[src/rtl/bva_pkg.sv]
// ----------------------------------------------------------------------------
// bva_pkg
// Shared constants and types of the battery voltage averager.
// ----------------------------------------------------------------------------
package bva_pkg;

    // Ring depth and widths derived from it
    localparam int DEPTH   = 32;
    localparam int MV_W    = 13;                      // scaled millivolts
    localparam int RD_W    = 12;                      // converter reading
    localparam int SLOT_W  = $clog2(DEPTH);
    localparam int CNT_W   = $clog2(DEPTH + 1);
    localparam int TOTAL_W = MV_W + SLOT_W;           // sum of DEPTH samples
    localparam int PROD_W  = MV_W + RD_W;             // full scale times reading

    // Shared divider: dividend shift register and divisor widths
    localparam int NUM_W   = TOTAL_W;
    localparam int DIVS_W  = RD_W;                    // holds reference and count
    localparam int STEP_W  = $clog2(NUM_W + 1);

    localparam logic [STEP_W-1:0] STEPS_SCALE = STEP_W'(MV_W);
    localparam logic [STEP_W-1:0] STEPS_AVG   = STEP_W'(NUM_W);

    localparam logic [MV_W-1:0] MV_MAX = {MV_W{1'b1}};

    // Stream widths, whole bytes
    localparam int S_TDATA_W = 16;
    localparam int M_TDATA_W = 32;
    localparam int M_PAD_W   = M_TDATA_W - (2 * MV_W + 1);

    // Configuration register map
    localparam int CFG_IDX_W = 2;
    localparam int CFG_W     = 13;
    localparam logic [CFG_IDX_W-1:0] REG_FULL_SCALE = 2'd0;
    localparam logic [CFG_IDX_W-1:0] REG_REFERENCE  = 2'd1;
    localparam logic [CFG_IDX_W-1:0] REG_CRITICAL   = 2'd2;

    localparam logic [MV_W-1:0] FULL_SCALE_RST = 13'd4200;
    localparam logic [RD_W-1:0] REFERENCE_RST  = 12'd2000;
    localparam logic [MV_W-1:0] CRITICAL_RST   = 13'd3000;

    // Divider request and status
    typedef struct packed {
        logic              start;
        logic [STEP_W-1:0] steps;
    } div_req_t;

    typedef struct packed {
        logic busy;
        logic done;
    } div_stat_t;

endpackage

[src/rtl/bva_ram.sv]
// ----------------------------------------------------------------------------
// bva_ram
// Generic simple dual-port RAM, one write and one registered read port.
// ----------------------------------------------------------------------------
module bva_ram #(
    parameter int WIDTH = 8,
    parameter int DEPTH = 16
) (
    input  logic                     aclk,
    input  logic                     we,
    input  logic [$clog2(DEPTH)-1:0] waddr,
    input  logic [WIDTH-1:0]         wdata,
    input  logic                     re,
    input  logic [$clog2(DEPTH)-1:0] raddr,
    output logic [WIDTH-1:0]         rdata
);

    logic [WIDTH-1:0] mem [DEPTH];
    logic [WIDTH-1:0] rdata_reg;

    always_ff @(posedge aclk) begin
        if (we) begin
            mem[waddr] <= wdata;
        end
        if (re) begin
            rdata_reg <= mem[raddr];
        end
    end

    assign rdata = rdata_reg;

endmodule

[src/rtl/bva_div.sv]
// ----------------------------------------------------------------------------
// bva_div
// Restoring divider, one quotient bit per cycle, shared by scaling and mean.
// ----------------------------------------------------------------------------
module bva_div (
    input  logic                       aclk,
    input  logic                       aresetn,
    input  bva_pkg::div_req_t          req,
    input  logic [bva_pkg::DIVS_W-1:0] rem_init,
    input  logic [bva_pkg::NUM_W-1:0]  num_init,
    input  logic [bva_pkg::DIVS_W-1:0] divisor,
    output logic [bva_pkg::NUM_W-1:0]  quotient,
    output bva_pkg::div_stat_t         stat
);

    logic [bva_pkg::DIVS_W-1:0] rem_reg, rem_next;
    logic [bva_pkg::NUM_W-1:0]  num_reg, num_next;
    logic [bva_pkg::DIVS_W-1:0] dvs_reg;
    logic [bva_pkg::STEP_W-1:0] cnt_reg;
    logic                       busy_reg;
    logic                       done_reg;
    logic [bva_pkg::DIVS_W+1:0] trial;
    logic                       borrow;

    // Trial subtract of the divisor from the shifted partial remainder
    assign trial  = {1'b0, rem_reg, num_reg[bva_pkg::NUM_W-1]} - {2'b00, dvs_reg};
    assign borrow = trial[bva_pkg::DIVS_W+1];

    always_comb begin
        if (borrow) begin
            rem_next = {rem_reg[bva_pkg::DIVS_W-2:0], num_reg[bva_pkg::NUM_W-1]};
        end else begin
            rem_next = trial[bva_pkg::DIVS_W-1:0];
        end
        num_next = {num_reg[bva_pkg::NUM_W-2:0], ~borrow};
    end

    always_ff @(posedge aclk) begin
        if (!aresetn) begin
            busy_reg <= 1'b0;
            done_reg <= 1'b0;
            cnt_reg  <= '0;
        end else begin
            done_reg <= 1'b0;
            if (req.start) begin
                busy_reg <= 1'b1;
                cnt_reg  <= req.steps;
            end else if (busy_reg) begin
                cnt_reg <= cnt_reg - 1'b1;
                if (cnt_reg == bva_pkg::STEP_W'(1)) begin
                    busy_reg <= 1'b0;
                    done_reg <= 1'b1;
                end
            end
        end
    end

    always_ff @(posedge aclk) begin
        if (req.start) begin
            rem_reg <= rem_init;
            num_reg <= num_init;
            dvs_reg <= divisor;
        end else if (busy_reg) begin
            rem_reg <= rem_next;
            num_reg <= num_next;
        end
    end

    assign quotient  = num_reg;
    assign stat.busy = busy_reg;
    assign stat.done = done_reg;

endmodule

[src/rtl/battery_voltage_averager_unit.sv]
// ----------------------------------------------------------------------------
// battery_voltage_averager_unit
// Scales a converter reading to battery voltage and keeps a moving average.
// ----------------------------------------------------------------------------
// Each input transfer carries one calibrated reading in millivolts. The block
// scales it to full_scale_mv * reading / reference_reading (truncated,
// saturated at 8191; a zero reference saturates too), stores the result in a
// ring of 32 samples and returns one result transfer per input: the instant
// value, the truncated mean of the samples held so far (the divisor is the
// fill count until the ring is full) and a critical flag that is high when
// the instant value is below critical_mv. One restoring divider, one bit per
// cycle, does both divisions: 13 steps for the scaling and 18 for the mean.
// The scaling division is skipped when the scaled value saturates. s_tready
// rises at the same edge that raises m_tvalid, so a new reading is accepted
// only after the previous result is loaded into the output register. The
// result sits in that register, so a stalled master side only holds the
// block once the next result is ready. Write the configuration registers
// only while no item is in flight.
// ----------------------------------------------------------------------------
module battery_voltage_averager_unit (
    input  logic                          aclk,
    input  logic                          aresetn,

    // Input stream: [11:0] reading_mv
    input  logic                          s_tvalid,
    output logic                          s_tready,
    input  logic [bva_pkg::S_TDATA_W-1:0] s_tdata,

    // Result stream: [12:0] instant_mv, [25:13] average_mv, [26] critical
    output logic                          m_tvalid,
    input  logic                          m_tready,
    output logic [bva_pkg::M_TDATA_W-1:0] m_tdata,

    // Configuration write port
    input  logic                          cfg_wr_en,
    input  logic [bva_pkg::CFG_IDX_W-1:0] cfg_index,
    input  logic [bva_pkg::CFG_W-1:0]     cfg_data
);

    // Sequencer states
    localparam logic [2:0] ST_IDLE      = 3'd0;  // wait for a reading
    localparam logic [2:0] ST_SCALE     = 3'd1;  // saturate or start scaling
    localparam logic [2:0] ST_SDIV      = 3'd2;  // scaling division running
    localparam logic [2:0] ST_UPDATE    = 3'd3;  // ring and running total
    localparam logic [2:0] ST_AVG_START = 3'd4;  // start mean division
    localparam logic [2:0] ST_AVG       = 3'd5;  // mean division running
    localparam logic [2:0] ST_OUT       = 3'd6;  // hand result to output reg

    logic [2:0]                       state_reg, state_next;

    // Configuration registers
    logic [bva_pkg::MV_W-1:0]         full_scale_reg;
    logic [bva_pkg::RD_W-1:0]         reference_reg;
    logic [bva_pkg::MV_W-1:0]         critical_reg;

    // Datapath
    logic [bva_pkg::PROD_W-1:0]       prod_reg;
    logic [bva_pkg::MV_W-1:0]         inst_reg, inst_next;
    logic [bva_pkg::MV_W-1:0]         avg_reg;
    logic [bva_pkg::TOTAL_W-1:0]      total_reg, total_next;
    logic [bva_pkg::SLOT_W-1:0]       slot_reg, slot_next;
    logic [bva_pkg::CNT_W-1:0]        count_reg, count_next;
    logic                             ring_full;
    logic                             scale_sat;

    // Output register
    logic                             m_tvalid_reg;
    logic [bva_pkg::M_TDATA_W-1:0]    m_tdata_reg;
    logic                             out_free;

    // Ring memory
    logic                             ram_we;
    logic                             ram_re;
    logic [bva_pkg::MV_W-1:0]         ram_rdata;

    // Shared divider
    bva_pkg::div_req_t                div_req;
    bva_pkg::div_stat_t               div_stat;
    logic [bva_pkg::DIVS_W-1:0]       div_rem_init;
    logic [bva_pkg::NUM_W-1:0]        div_num_init;
    logic [bva_pkg::DIVS_W-1:0]       div_divisor;
    logic [bva_pkg::NUM_W-1:0]        div_quotient;

    logic                             s_xfer;

    assign s_tready  = (state_reg == ST_IDLE);
    assign s_xfer    = s_tvalid && s_tready;
    assign ring_full = (count_reg == bva_pkg::CNT_W'(bva_pkg::DEPTH));
    assign out_free  = !m_tvalid_reg || m_tready;

    // A quotient of 8192 or more shows as product >= reference << 13; a zero
    // reference always lands here as well.
    assign scale_sat = (prod_reg >= {reference_reg, {bva_pkg::MV_W{1'b0}}});

    // ------------------------------------------------------------------
    // Configuration writes; bits above a register's width are dropped
    // ------------------------------------------------------------------
    always_ff @(posedge aclk) begin
        if (!aresetn) begin
            full_scale_reg <= bva_pkg::FULL_SCALE_RST;
            reference_reg  <= bva_pkg::REFERENCE_RST;
            critical_reg   <= bva_pkg::CRITICAL_RST;
        end else if (cfg_wr_en) begin
            unique case (cfg_index)
                bva_pkg::REG_FULL_SCALE: full_scale_reg <= cfg_data[bva_pkg::MV_W-1:0];
                bva_pkg::REG_REFERENCE:  reference_reg  <= cfg_data[bva_pkg::RD_W-1:0];
                bva_pkg::REG_CRITICAL:   critical_reg   <= cfg_data[bva_pkg::MV_W-1:0];
                default: ;
            endcase
        end
    end

    // ------------------------------------------------------------------
    // Divider request: scaling takes the high product bits as starting
    // remainder (below the reference once saturation is ruled out) and
    // shifts in the low 13 bits; the mean divides the whole total.
    // ------------------------------------------------------------------
    always_comb begin
        div_req.start = 1'b0;
        div_req.steps = bva_pkg::STEPS_AVG;
        div_rem_init  = '0;
        div_num_init  = total_reg;
        div_divisor   = bva_pkg::DIVS_W'(count_reg);
        if (state_reg == ST_SCALE) begin
            div_req.start = !scale_sat;
            div_req.steps = bva_pkg::STEPS_SCALE;
            div_rem_init  = prod_reg[bva_pkg::PROD_W-1:bva_pkg::MV_W];
            div_num_init  = {prod_reg[bva_pkg::MV_W-1:0],
                             {(bva_pkg::NUM_W - bva_pkg::MV_W){1'b0}}};
            div_divisor   = reference_reg;
        end else if (state_reg == ST_AVG_START) begin
            div_req.start = 1'b1;
        end
    end

    // ------------------------------------------------------------------
    // Sequencer
    // ------------------------------------------------------------------
    always_comb begin
        state_next = state_reg;
        inst_next  = inst_reg;
        unique case (state_reg)
            ST_IDLE: begin
                if (s_xfer) begin
                    state_next = ST_SCALE;
                end
            end
            ST_SCALE: begin
                if (scale_sat) begin
                    inst_next  = bva_pkg::MV_MAX;
                    state_next = ST_UPDATE;
                end else begin
                    state_next = ST_SDIV;
                end
            end
            ST_SDIV: begin
                if (div_stat.done) begin
                    inst_next  = div_quotient[bva_pkg::MV_W-1:0];
                    state_next = ST_UPDATE;
                end
            end
            ST_UPDATE:    state_next = ST_AVG_START;
            ST_AVG_START: state_next = ST_AVG;
            ST_AVG: begin
                if (div_stat.done) begin
                    state_next = ST_OUT;
                end
            end
            ST_OUT: begin
                if (out_free) begin
                    state_next = ST_IDLE;
                end
            end
            default: state_next = ST_IDLE;
        endcase
    end

    // Ring bookkeeping: drop the oldest sample from the total once full
    always_comb begin
        total_next = total_reg;
        slot_next  = slot_reg;
        count_next = count_reg;
        if (state_reg == ST_UPDATE) begin
            total_next = total_reg
                       - (ring_full ? bva_pkg::TOTAL_W'(ram_rdata) : '0)
                       + bva_pkg::TOTAL_W'(inst_reg);
            if (slot_reg == bva_pkg::SLOT_W'(bva_pkg::DEPTH - 1)) begin
                slot_next = '0;
            end else begin
                slot_next = slot_reg + 1'b1;
            end
            if (!ring_full) begin
                count_next = count_reg + 1'b1;
            end
        end
    end

    always_ff @(posedge aclk) begin
        if (!aresetn) begin
            state_reg <= ST_IDLE;
            total_reg <= '0;
            slot_reg  <= '0;
            count_reg <= '0;
        end else begin
            state_reg <= state_next;
            total_reg <= total_next;
            slot_reg  <= slot_next;
            count_reg <= count_next;
        end
    end

    // Payload registers: product at acceptance, scaled sample, mean
    always_ff @(posedge aclk) begin
        if (s_xfer) begin
            prod_reg <= full_scale_reg * s_tdata[bva_pkg::RD_W-1:0];
        end
        inst_reg <= inst_next;
        if (state_reg == ST_AVG && div_stat.done) begin
            avg_reg <= div_quotient[bva_pkg::MV_W-1:0];
        end
    end

    // ------------------------------------------------------------------
    // Output register: load when empty or being drained
    // ------------------------------------------------------------------
    always_ff @(posedge aclk) begin
        if (!aresetn) begin
            m_tvalid_reg <= 1'b0;
        end else if (state_reg == ST_OUT && out_free) begin
            m_tvalid_reg <= 1'b1;
        end else if (m_tready) begin
            m_tvalid_reg <= 1'b0;
        end
    end

    always_ff @(posedge aclk) begin
        if (state_reg == ST_OUT && out_free) begin
            m_tdata_reg <= {{bva_pkg::M_PAD_W{1'b0}},
                            (inst_reg < critical_reg),
                            avg_reg,
                            inst_reg};
        end
    end

    assign m_tvalid = m_tvalid_reg;
    assign m_tdata  = m_tdata_reg;

    // ------------------------------------------------------------------
    // Ring memory: read the slot about to be overwritten at acceptance,
    // write the new sample during the update
    // ------------------------------------------------------------------
    assign ram_re = s_xfer;
    assign ram_we = (state_reg == ST_UPDATE);

    bva_ram #(
        .WIDTH (bva_pkg::MV_W),
        .DEPTH (bva_pkg::DEPTH)
    ) u_ring (
        .aclk  (aclk),
        .we    (ram_we),
        .waddr (slot_reg),
        .wdata (inst_reg),
        .re    (ram_re),
        .raddr (slot_reg),
        .rdata (ram_rdata)
    );

    bva_div u_div (
        .aclk     (aclk),
        .aresetn  (aresetn),
        .req      (div_req),
        .rem_init (div_rem_init),
        .num_init (div_num_init),
        .divisor  (div_divisor),
        .quotient (div_quotient),
        .stat     (div_stat)
    );

`ifndef SYNTHESIS
    // Divider never runs while a new reading may be taken
    a_idle_div_quiet: assert property (@(posedge aclk) disable iff (!aresetn)
        s_tready |-> !div_stat.busy)
        else $error("divider busy while input is ready");

    // Division results only arrive in the states that wait for them
    a_done_expected: assert property (@(posedge aclk) disable iff (!aresetn)
        div_stat.done |-> (state_reg == ST_SDIV || state_reg == ST_AVG))
        else $error("divider done in unexpected state");

    // Fill count saturates at the ring depth
    a_count_bound: assert property (@(posedge aclk) disable iff (!aresetn)
        count_reg <= bva_pkg::CNT_W'(bva_pkg::DEPTH))
        else $error("fill count beyond ring depth");

    // Mean divisor is never zero
    a_avg_nonzero: assert property (@(posedge aclk) disable iff (!aresetn)
        (state_reg == ST_AVG_START) |-> (count_reg != '0))
        else $error("mean started with empty ring");

    // A saturated sample skips the scaling division
    a_sat_skip: assert property (@(posedge aclk) disable iff (!aresetn)
        (state_reg == ST_SCALE && scale_sat) |=> (state_reg == ST_UPDATE)
            && (inst_reg == bva_pkg::MV_MAX))
        else $error("saturated sample not clamped");
`endif

endmodule
[config.mk]
export PLATFORM = sky130hd
export DESIGN_NAME = battery_voltage_averager_unit
export DESIGN_NICKNAME = d
export VERILOG_FILES = /design/src/rtl/bva_pkg.sv /design/src/rtl/bva_ram.sv /design/src/rtl/bva_div.sv /design/src/rtl/battery_voltage_averager_unit.sv
export SDC_FILE = /design/constraint.sdc
export NUM_CORES = 1
export LEC_CHECK = 0
export BUFFER_PORTS_ARGS = -buffer_cell sky130_fd_sc_hd__buf_2
export CAP_MARGIN = 40
export CORE_ASPECT_RATIO = 2
export CORE_MARGIN = 4
export CORE_UTILIZATION = 45
export CTS_CLUSTER_SIZE = 20
export DETAILED_ROUTE_END_ITERATION = 6
export GPL_TIMING_DRIVEN = 1
export HOLD_SLACK_MARGIN = 0.1
export PLACE_DENSITY = 0.63
export SLEW_MARGIN = 20
export SYNTH_ARGS = -nofsm -noshare
export SYNTH_HDL_FRONTEND = slang
export SYNTH_SLANG_ARGS = --single-unit
[constraint.sdc]
create_clock -name aclk -period 6.9 [get_ports aclk]
set_input_delay 0.345 -clock aclk [delete_from_list [all_inputs] [get_ports aclk]]
set_output_delay 0.345 -clock aclk [all_outputs]
set_load 0.05 [all_outputs]
# Yosys cells after proc, flatten, opt, wreduce, memory -nomap -nowiden
# Memory sizes are Yosys's and may differ from the RTL's. A register that Yosys moved wholly into a read port is not among the register bits.
# Cells that the tools add are included.
[totals]
mem_bits_rw = 416
elab_cells = 99
n_memories = 1
out_inout_bits = 34
ff_bits = 198
[classes]
order_cmp = 2
reduce_logical = 18
n_bitwise = 4
multipliers = 1
n_eq_ne = 16
muxes = 32
add_sub_neg = 6
[mem_list]
columns = ["memory", "depth", "word_bits", "rd", "rd_ports_with_merged_regs", "wr", "line", "rtl"]
rows = [
  ["u_ring.mem", 32, 13, 1, 1, 1, "bva_ram.sv:18", "logic [WIDTH-1:0] mem [DEPTH];"],
]
[op_table]
columns = ["op", "count"]
rows = [
  ["$mux W18", 3],
  ["$mux W12", 4],
  ["$mux W13", 3],
  ["$pmux W13 S2", 1],
  ["$ge A25 B25 Y1", 1],
  ["$mul A13 B12 Y25", 1],
  ["$pmux W3 S7", 1],
  ["$mux W5", 4],
  ["$add A18 B13 Y18", 1],
  ["$sub A18 B13 Y18", 1],
  ["$sub A13 B12 Y14", 1],
  ["$lt A13 B13 Y1", 1],
  ["$mux W3", 4],
  ["$mux W1", 11],
  ["$eq A3 B3 Y1 const B", 3],
  ["$reduce_and A2 Y1", 4],
  ["$add A6 B1 Y6 const B", 1],
  ["$eq A3 B2 Y1 const B", 2],
  ["$eq A6 B6 Y1 const B", 1],
  ["$mux W6", 1],
  ["$ne A2 B1 Y1 const B", 3],
  ["$reduce_bool A2 Y1", 3],
  ["$add A5 B1 Y5 const B", 1],
  ["$eq A5 B1 Y1 const B", 1],
  ["other kinds (15)", 22],
]

# Longest topological paths before layout
# Gate-level depths: netlist of the first run.
[depth]
ltp_word = 4
mapped_depth = 20
mapped_depth_nobuf = 19

# Modules after synthesis
# Synthesis of the first run repeated with hierarchy kept, for this count alone.
[unflattened]
hier_cells = 2562
area_unflattened_um2 = 32220.9
[by_module_without_submodules]
columns = ["module", "cells_each", "instances", "area_per_inst_um2", "seq_area_each_um2"]
rows = [
  ["bva_ram", 936, 1, 16858.7, 12882.4],
  ["battery_voltage_averager_unit", 1389, 1, 12568.3, 3763.6],
  ["bva_div", 237, 1, 2793.9, 1401.3],
]

# Worst setup path before layout of the first run
# Ideal clock, no wire load.
[synth_path]
kind = "input to register"
from = "input s_tdata[3] (netlist name)"
to = "register prod_reg[23] (netlist name) (data pin)"
path_slack_ps = 1753
cell_stages = 18
arrival_time_ps = 4890
setup_ps = 258
required_ps = 6642
n_path_buf = 1
path_cell_list = "clkbuf_1 > nand2_1 > fa_1 > fa_1 > inv_1 > fa_1 > fa_1 > inv_1 > fa_1 > inv_1 > ha_1 > o21ai_0 > or4_1 > o21ai_0 > o21a_1 > a41o_1 > a21oi_1 > xnor2_1"
[synth_via]
elab_chain_len = 1
[synth_lines]
columns = ["item", "line", "rtl"]
rows = [
  ["from (decl)", "battery_voltage_averager_unit.sv:27", "input logic [bva_pkg::S_TDATA_W-1:0] s_tdata,"],
  ["$mul A13 B12 Y25", "battery_voltage_averager_unit.sv:215", "prod_reg <= full_scale_reg * s_tdata[bva_pkg::RD_W-1:0];"],
  ["to (signal assigned)", "battery_voltage_averager_unit.sv:215", ""],
  ["to (decl)", "battery_voltage_averager_unit.sv:57", "logic [bva_pkg::PROD_W-1:0] prod_reg;"],
]
# Every way passes these cells.
# A chain may end at the register's enable or synchronous reset.

# Worst setup path after layout of the first run
[layout_path]
from = "register full_scale_reg[6] (netlist name)"
to = "register prod_reg[23] (netlist name) (data pin)"
[layout_via]
elab_chain_len = 1
[layout_lines]
columns = ["item", "line", "rtl"]
rows = [
  ["from (decl)", "battery_voltage_averager_unit.sv:52", "logic [bva_pkg::MV_W-1:0] full_scale_reg;"],
  ["from (signal assigned)", "battery_voltage_averager_unit.sv:100", "full_scale_reg <= bva_pkg::FULL_SCALE_RST;"],
  ["from (signal assigned)", "battery_voltage_averager_unit.sv:105", "bva_pkg::REG_FULL_SCALE: full_scale_reg <= cfg_data[bva_pkg::MV_W-1:0];"],
  ["$mul A13 B12 Y25", "battery_voltage_averager_unit.sv:215", ""],
]
# Every way passes these cells.

==> results of run 1 <==
-- area by class of cell --
class                   instances  area share (%)
clock inverters                36            1.04
well taps                     897            3.23
repair buffers                136            2.82
flip-flops and latches        627            52.0
multi-input cells            1286            34.0
inverters                     277            2.99
clock buffers                  61            3.90
-- path summary, 6_finish.rpt --
path | startpoint | end | slack [ns] | cells after the start
worst min register to register | avg_reg[12] | m_tdata[25] | 0.42 | 0
worst max register to register | full_scale_reg[6] | prod_reg[23] | 1.28 | 17
worst min-delay path | cfg_data[7] | full_scale_reg[7] | 0.13 | 3
worst max-delay path | full_scale_reg[6] | prod_reg[23] | 1.28 | 17
-- layer usage --
layer  global-route usage, %  vias to the layer above  wire length (um)
met2                    41.9                      523             44600
li1                        -                     8375                 -
met5                       0                        -                 0
met3                    2.16                      216              2890
met4                    13.8                        0              6420
met1                    21.8                     9504             26100
-- tightest hold or removal path, stage by stage --
cell,delay [ns]
buf_2,0.18
nand2_1,0.07
a21boi_0,0.06
-- cell usage in the layout (no fill, tap or decap), drive strengths merged, types with 8 or more instances in the layout --
cell type,count
a21boi,33
a21o,18
a21oi,54
a22oi,65
a31oi,8
and2,88
and3,10
buf,124
clkbuf,61
clkinv,23
dfxtp,78
dlygate4sd3,12
edfxtp,549
fa,124
ha,126
inv,282
mux4,104
nand2,227
nand2b,26
nand3,28
nand3b,8
nand4,23
nor2,75
nor2b,16
nor3,17
nor3b,8
o211ai,15
o21a,17
o21ai,58
o31ai,12
or2,8
xnor2,25
xor2,12
-- kinds of logic after synthesis --
| group | Yosys count | share of synthesized area [%] |
|---|---|---|
| muxes | 109 | 7.65 |
| other | 1 | 0.0120 |
| adders and majority gates | 250 | 13.0 |
| buffers and inverters | 381 | 4.70 |
| xor gates and xnor gates | 37 | 1.04 |
| and+or+nand+nor | 567 | 9.01 |
| DFF | 627 | 57.7 |
| AOI/OAI and AO/OA | 318 | 6.90 |
-- power breakdown --
part	switching, W	internal, W	leakage, nW
Clock	0.00142	0.00158	0.832
Combinational	0.00131	0.000875	6.34
Sequential	0.000146	0.00442	5.55
-- metrics by stage --
stage	setup WS [ns]	cell area, um2	hold slack, ns
after floorplan	1.75	31300	0.400
after global placement	1.30	32800	0.406
after detailed placement	1.26	32900	0.405
after CTS	1.28	34700	0.103
after global routing	0.927	34700	0.121
final	1.28	34700	0.134
==> impl_results.md, run 1 <==
- Crit-path max FO: 13
- I/O Buffers: 60
- Vias/cell: about 5.6
- Crit path launch type: flop
- Worst rel slew slack: 41.6%
- Worst-Skew Late Latency: between 0.6 and 0.7 ns
- CP delay by family, top: adder cells
- Antenna cells: 0
- Syn Inst Count: ~2300
- Die height: 381 um
- Top cells by count, synth: 549 x edfxtp_1, 277 x inv_1, 227 x nand2_1, 126 x ha_1, 124 x fa_1
- Post-synth ARST share: 0%
- CP Buf/Inv Count: 3
- CTS Buf Count: 52
- Status: completed
- Post-CTS Setup Bufs: 0
- Finish-stage setup viols: 0
- Placed Cells: 3209
- Top_reg_cell synth: edfxtp_1
- CP max stage delay: roughly 0.65 ns
- Fmax: ~180 MHz
- First DRT Iteration DRCs: roughly 1200
- Placer Congestion: ~0.94
- Clock buffer depth: 3
- H-tree Lvls: 2
- Overall power: between 0.009 and 0.01 W
- # clock sinks: about 630
- Largest net degree at the start of global routing: 75
- RSZ-0062 raised after global routing: false
- CTS Root Cell: clkbuf_16
- Final Skew: 0.0537 ns
- Fillers: between 5000 and 6000
- Post-synthesis sequential area ratio: roughly 58%
- Layout cells sized above 1: roughly 14%
- Synth cell types: 68
- EDFF count, synth: about 550
- DIE AREA: ~0.074 mm2
- Placement Rows: 136
- WP data required: roughly 7.3 ns
- Seq. cell area: 0.0181 mm2
- WL final: about 80000 um
- CTS tree: built
- Boundary Pins: 70
- Worst-path clk slew: about 0.07 ns
- Worst path cell trace: nand2_1 -> fa_1 -> inv_1 -> fa_1 -> fa_1 -> fa_1 -> inv_1 -> fa_1 -> inv_1 -> ha_1 -> o21ai_0 -> or4_1 -> o21ai_0 -> o21a_1 -> a41o_1 -> a21oi_1 -> xnor2_1
- Detail Route Antenna Nets: 0
- Drc violations: 0
- Avg Cell Area, Syn: 13.7 um2
- Maximum VDD drop: ~0.00019 V
- Most used cell, CP: fa_1
- Avg WL per Cell: approximately 24 um
- Slew Limit Fails: 0
- Slowest cell on crit path: dfxtp_1
- Top cell type's share of synthesized area: between 50% and 60%
- Vias: around 19000
- Largest register FFs: approximately 420
- Arrival time worst endpoint: about 6.0 ns
- Final Hold Fails: 0
- Synth area leader: edfxtp_1
- Worst Setup End Kind: flop
- Total core area: roughly 0.07 mm2
- Initial Util: roughly 45%
- Area grow syn2layout: 11.1%
- Synthesized area: about 0.031 mm2
- Setup TNS: 0 ns
- Die X: ~190 um
- Least-Margin Pin Slew: a little under 0.9 ns
- Hold Crit Class: in2reg
- Leakage: about 13 nW
- DP HPWL: between 50000 and 60000 um
- Initial antenna violation count: 0
- CTS Hold Bufs: 12
- Layout net count: 2666
- Fin crit share: about four fifths
- GRT Util Overall: a little over a fifth
- Yosys Warn Count: 0
- Grt ovf: 0
- DR pass1 iterations: 6
- Final core occ: between 50% and 60%
- Synth top area cells: edfxtp_1 53%, fa_1 7.9%, mux4_2 7.5%, ha_1 5.0%, dfxtp_1 5.0%
- Top-count cell post-synth: edfxtp_1
- Post-cts resize count: 0
- Tmin final: ~5.6 ns
- Pwr/cell area: around 280 mW/mm2
- Max-cap viol count: 0
- Non-filler cells, final: between 3000 and 4000
- Setup CP Type: reg2reg
- First-pass GRT wire length: between 100000 and 150000 um
- Yosys reg bits: around 630
- Number of global-route vias before repair: 20200
- Multi-input logic area: approximately 0.012 mm2
Note: power is estimated with default switching activity, not from simulation.
==> inputs of run 2 (changes only) <==
Settings changed: PLACE_DENSITY 0.63 to 0.65.
Clock period 6.9 ns to 4.8 ns, I/O delays scaled along.
==> impl_results.md, run 2 (synthesis results as in run 1) <==
- DP HPWL: 61400 um (+7.5%)
- Hold Crit Class: in2reg
- Drc violations: 0 (unchanged)
- H-tree Lvls: 2 (unchanged)
- Failing checks: setup timing
- CTS Root Cell: clkbuf_16
- Placer Congestion: 0.946 (+0.55%)
- Avg WL per Cell: 24.2 um (+0.54%)
- Dpl ws: -0.499 ns (-1.76 ns)
- Worst rel slew slack: 39.8% (-1.8 points)
- Most frequent cells in the layout: 549 x edfxtp_1, 268 x inv_1, 222 x nand2_1
- Slew Limit Fails: 0 (unchanged)
- Worst setup margin: -0.193 ns (-1.48 ns)
- Layout net count: 2754 (+3.3%)
- Crit-path max FO: 6 (-7)
- Die height: 381 um (unchanged)
- Maximum VDD drop: 0.000275 V (+42%)
- Setup TNS: -0.872 ns (-0.872 ns)
- Placement Rows: 136 (unchanged)
- # clock sinks: 627 (unchanged)
- Worst-path clk slew: 0.07 ns (about the same)
- Fin crit share: 104% (+23 points)
- Tmin final: 4.99 ns (-0.622 ns)
- Vias: 18900 (+1.6%)
- First DRT Iteration DRCs: 1413 (+13%)
- Pwr/cell area: 407 mW/mm2 (+45%)
- Initial antenna violation count: 2 (+2)
- Initial Util: 45.5% (unchanged)
- Crit path launch type: flop
- Finish-stage setup viols: 9 (+9)
- Most used cell, CP: fa_1
- Area grow syn2layout: 14.0%
- FF-to-FF path depth: 19 (+2)
- Hold Path Depth: 5 (+2)
- Worst path cell trace: nand2_4 -> fa_1 -> inv_2 -> fa_1 -> inv_2 -> fa_1 -> inv_1 -> fa_1 -> inv_1 -> fa_1 -> inv_2 -> ha_4 -> nand2_4 -> or4_4 -> o211ai_1 -> a21oi_2 -> o21bai_1 -> a21oi_1 -> xnor2_1
- Grt ovf: 0 (unchanged)
- DP Area: 0.0335 mm2 (+2.0%)
- Number of global-route vias before repair: 20000 (-0.71%)
- WP data required: 5.15 ns (-2.12 ns)
- Slowest cell on crit path: fa_1
- DIE AREA: 0.0740 mm2 (unchanged)
- Least-Margin Pin Slew: 0.898 ns (+0.0222 ns)
- DR pass1 iterations: 5 (-1)
- Final Skew: 0.0227 ns (-0.0311 ns)
- CTS Buf Count: 52 (unchanged)
- Leakage: 13.1 nW (+3.3%)
- Arrival time worst endpoint: 5.34 ns (-0.64 ns)
- Design area: 0.0357 mm2 (+2.7%)
- Largest net degree at the start of global routing: 57 (-24%)
- Largest register FFs: 416 (unchanged)
- Overall power: 0.0145 W (+49%)
- RSZ-0062 raised after global routing: true
- Vias/cell: 5.55 (-1.0%)
- GRT Util Overall: 22.1% (+0.41 points)
- Boundary Pins: 70 (unchanged)
- Detail Route Antenna Nets: 0 (unchanged)
- CP max stage delay: 0.54 ns (-0.11 ns)
- First-pass GRT wire length: 123000 um (+1.2%)
- WL final: 82500 um (+3.2%)
- Total core area: 0.0687 mm2 (unchanged)
- Worst Setup End Kind: flop
- Setup CP Type: reg2reg
- Final Hold Fails: 0 (unchanged)
- Most common cell after layout, fill and taps aside: edfxtp_1
- Die X: 194 um (unchanged)
- Worst-Skew Late Latency: 0.61 ns (about the same)
- I/O Buffers: 60 (unchanged)
- CTS tree: built
- Clock buffer depth: 3 (unchanged)
- Status: finished with violations
- Max-cap viol count: 0 (unchanged)
- Fmax: 200 MHz (+12%)
- Layout cells sized above 1: 19.4% (+5.0 points)
-- run 2: cell count changes in the layout (fill, tap and decap cells not counted), sizes merged, moves of 2 or more --
| cell | before | now |
|---|---|---|
| diode | 0 | 3 |
| dlygate4sd3 | 12 | 16 |
| buf | 124 | 208 |
| inv | 282 | 280 |
| clkbuf | 61 | 57 |
| clkinv | 23 | 27 |
-- run 2: what timing repair did --
item                       4_1_cts  5_1_grt
hold buffers                    16        0
pin swaps                       31       18
hold endpoints to repair        46        0
setup endpoints to repair       14       12
buffers inserted                 6        2
resized for setup               51       24
-- run 2: layer usage --
layer  global-route usage (%)  vias to the layer above  part of all wire, %  wire length (um)
met1                     21.4                     9580                   31             25800
met2                     42.5                      550                   56             46000
li1                         -                     8557                    -                 -
met4                     16.3                        2                  9.2              7560
met5                        0                        -                0.017                14
met3                     2.11                      228                  3.7              3070
-- run 2: critical path: cells and delay by family, from the launching register on --
family                     cells  cell delay [ns]
adders and majority gates      6             2.84
DFF                            1             0.39
buffers and inverters          5             0.24
AOI/OAI and AO/OA              4             0.58
and+or+nand+nor                3             0.56
xor gates and xnor gates       1             0.13
-- run 2: final cells by class --
cell class                 count  area, um2
fill                        5804      33100
sequential                   627      18100
multi-input combinational   1286      12100
timing repair buffer         224       1680
clock buffer                  57       1320
tap                          897       1120
inverter                     277       1040
clock inverter                38        313
antenna                        3       7.51
-- run 2: report_power, final --
group | total [W] | internal, W | switching (W) | leakage (nW)
Clock | 0.00414 | 0.00217 | 0.00197 | 0.790
Sequential | 0.00656 | 0.00636 | 0.000203 | 5.55
Combinational | 0.00382 | 0.00169 | 0.00213 | 6.80
-- run 2: worst paths after layout --
| check | startpoint | to | slack [ns] |
|---|---|---|---|
| setup / recovery | full_scale_reg[7] | prod_reg[17] | -0.19 |
| hold / removal | cfg_index[0] | full_scale_reg[2] | 0.19 |
| setup reg to reg | full_scale_reg[7] | prod_reg[17] | -0.19 |
| hold reg to reg | avg_reg[6] | m_tdata[19] | 0.42 |
-- run 2: through the flow --
stage / utilization [%] / hold slack [ns] / cells
4_1_cts: 51.6 / 0.147 / 3402
3_3_place_gp: 48.6 / 0.405 / 3282
2_1_floorplan: - / 0.364 / 2294
3_5_place_dp: 48.7 / 0.405 / 3285
6_report: 51.9 / 0.193 / 3409
5_1_grt: 51.9 / 0.205 / 3406
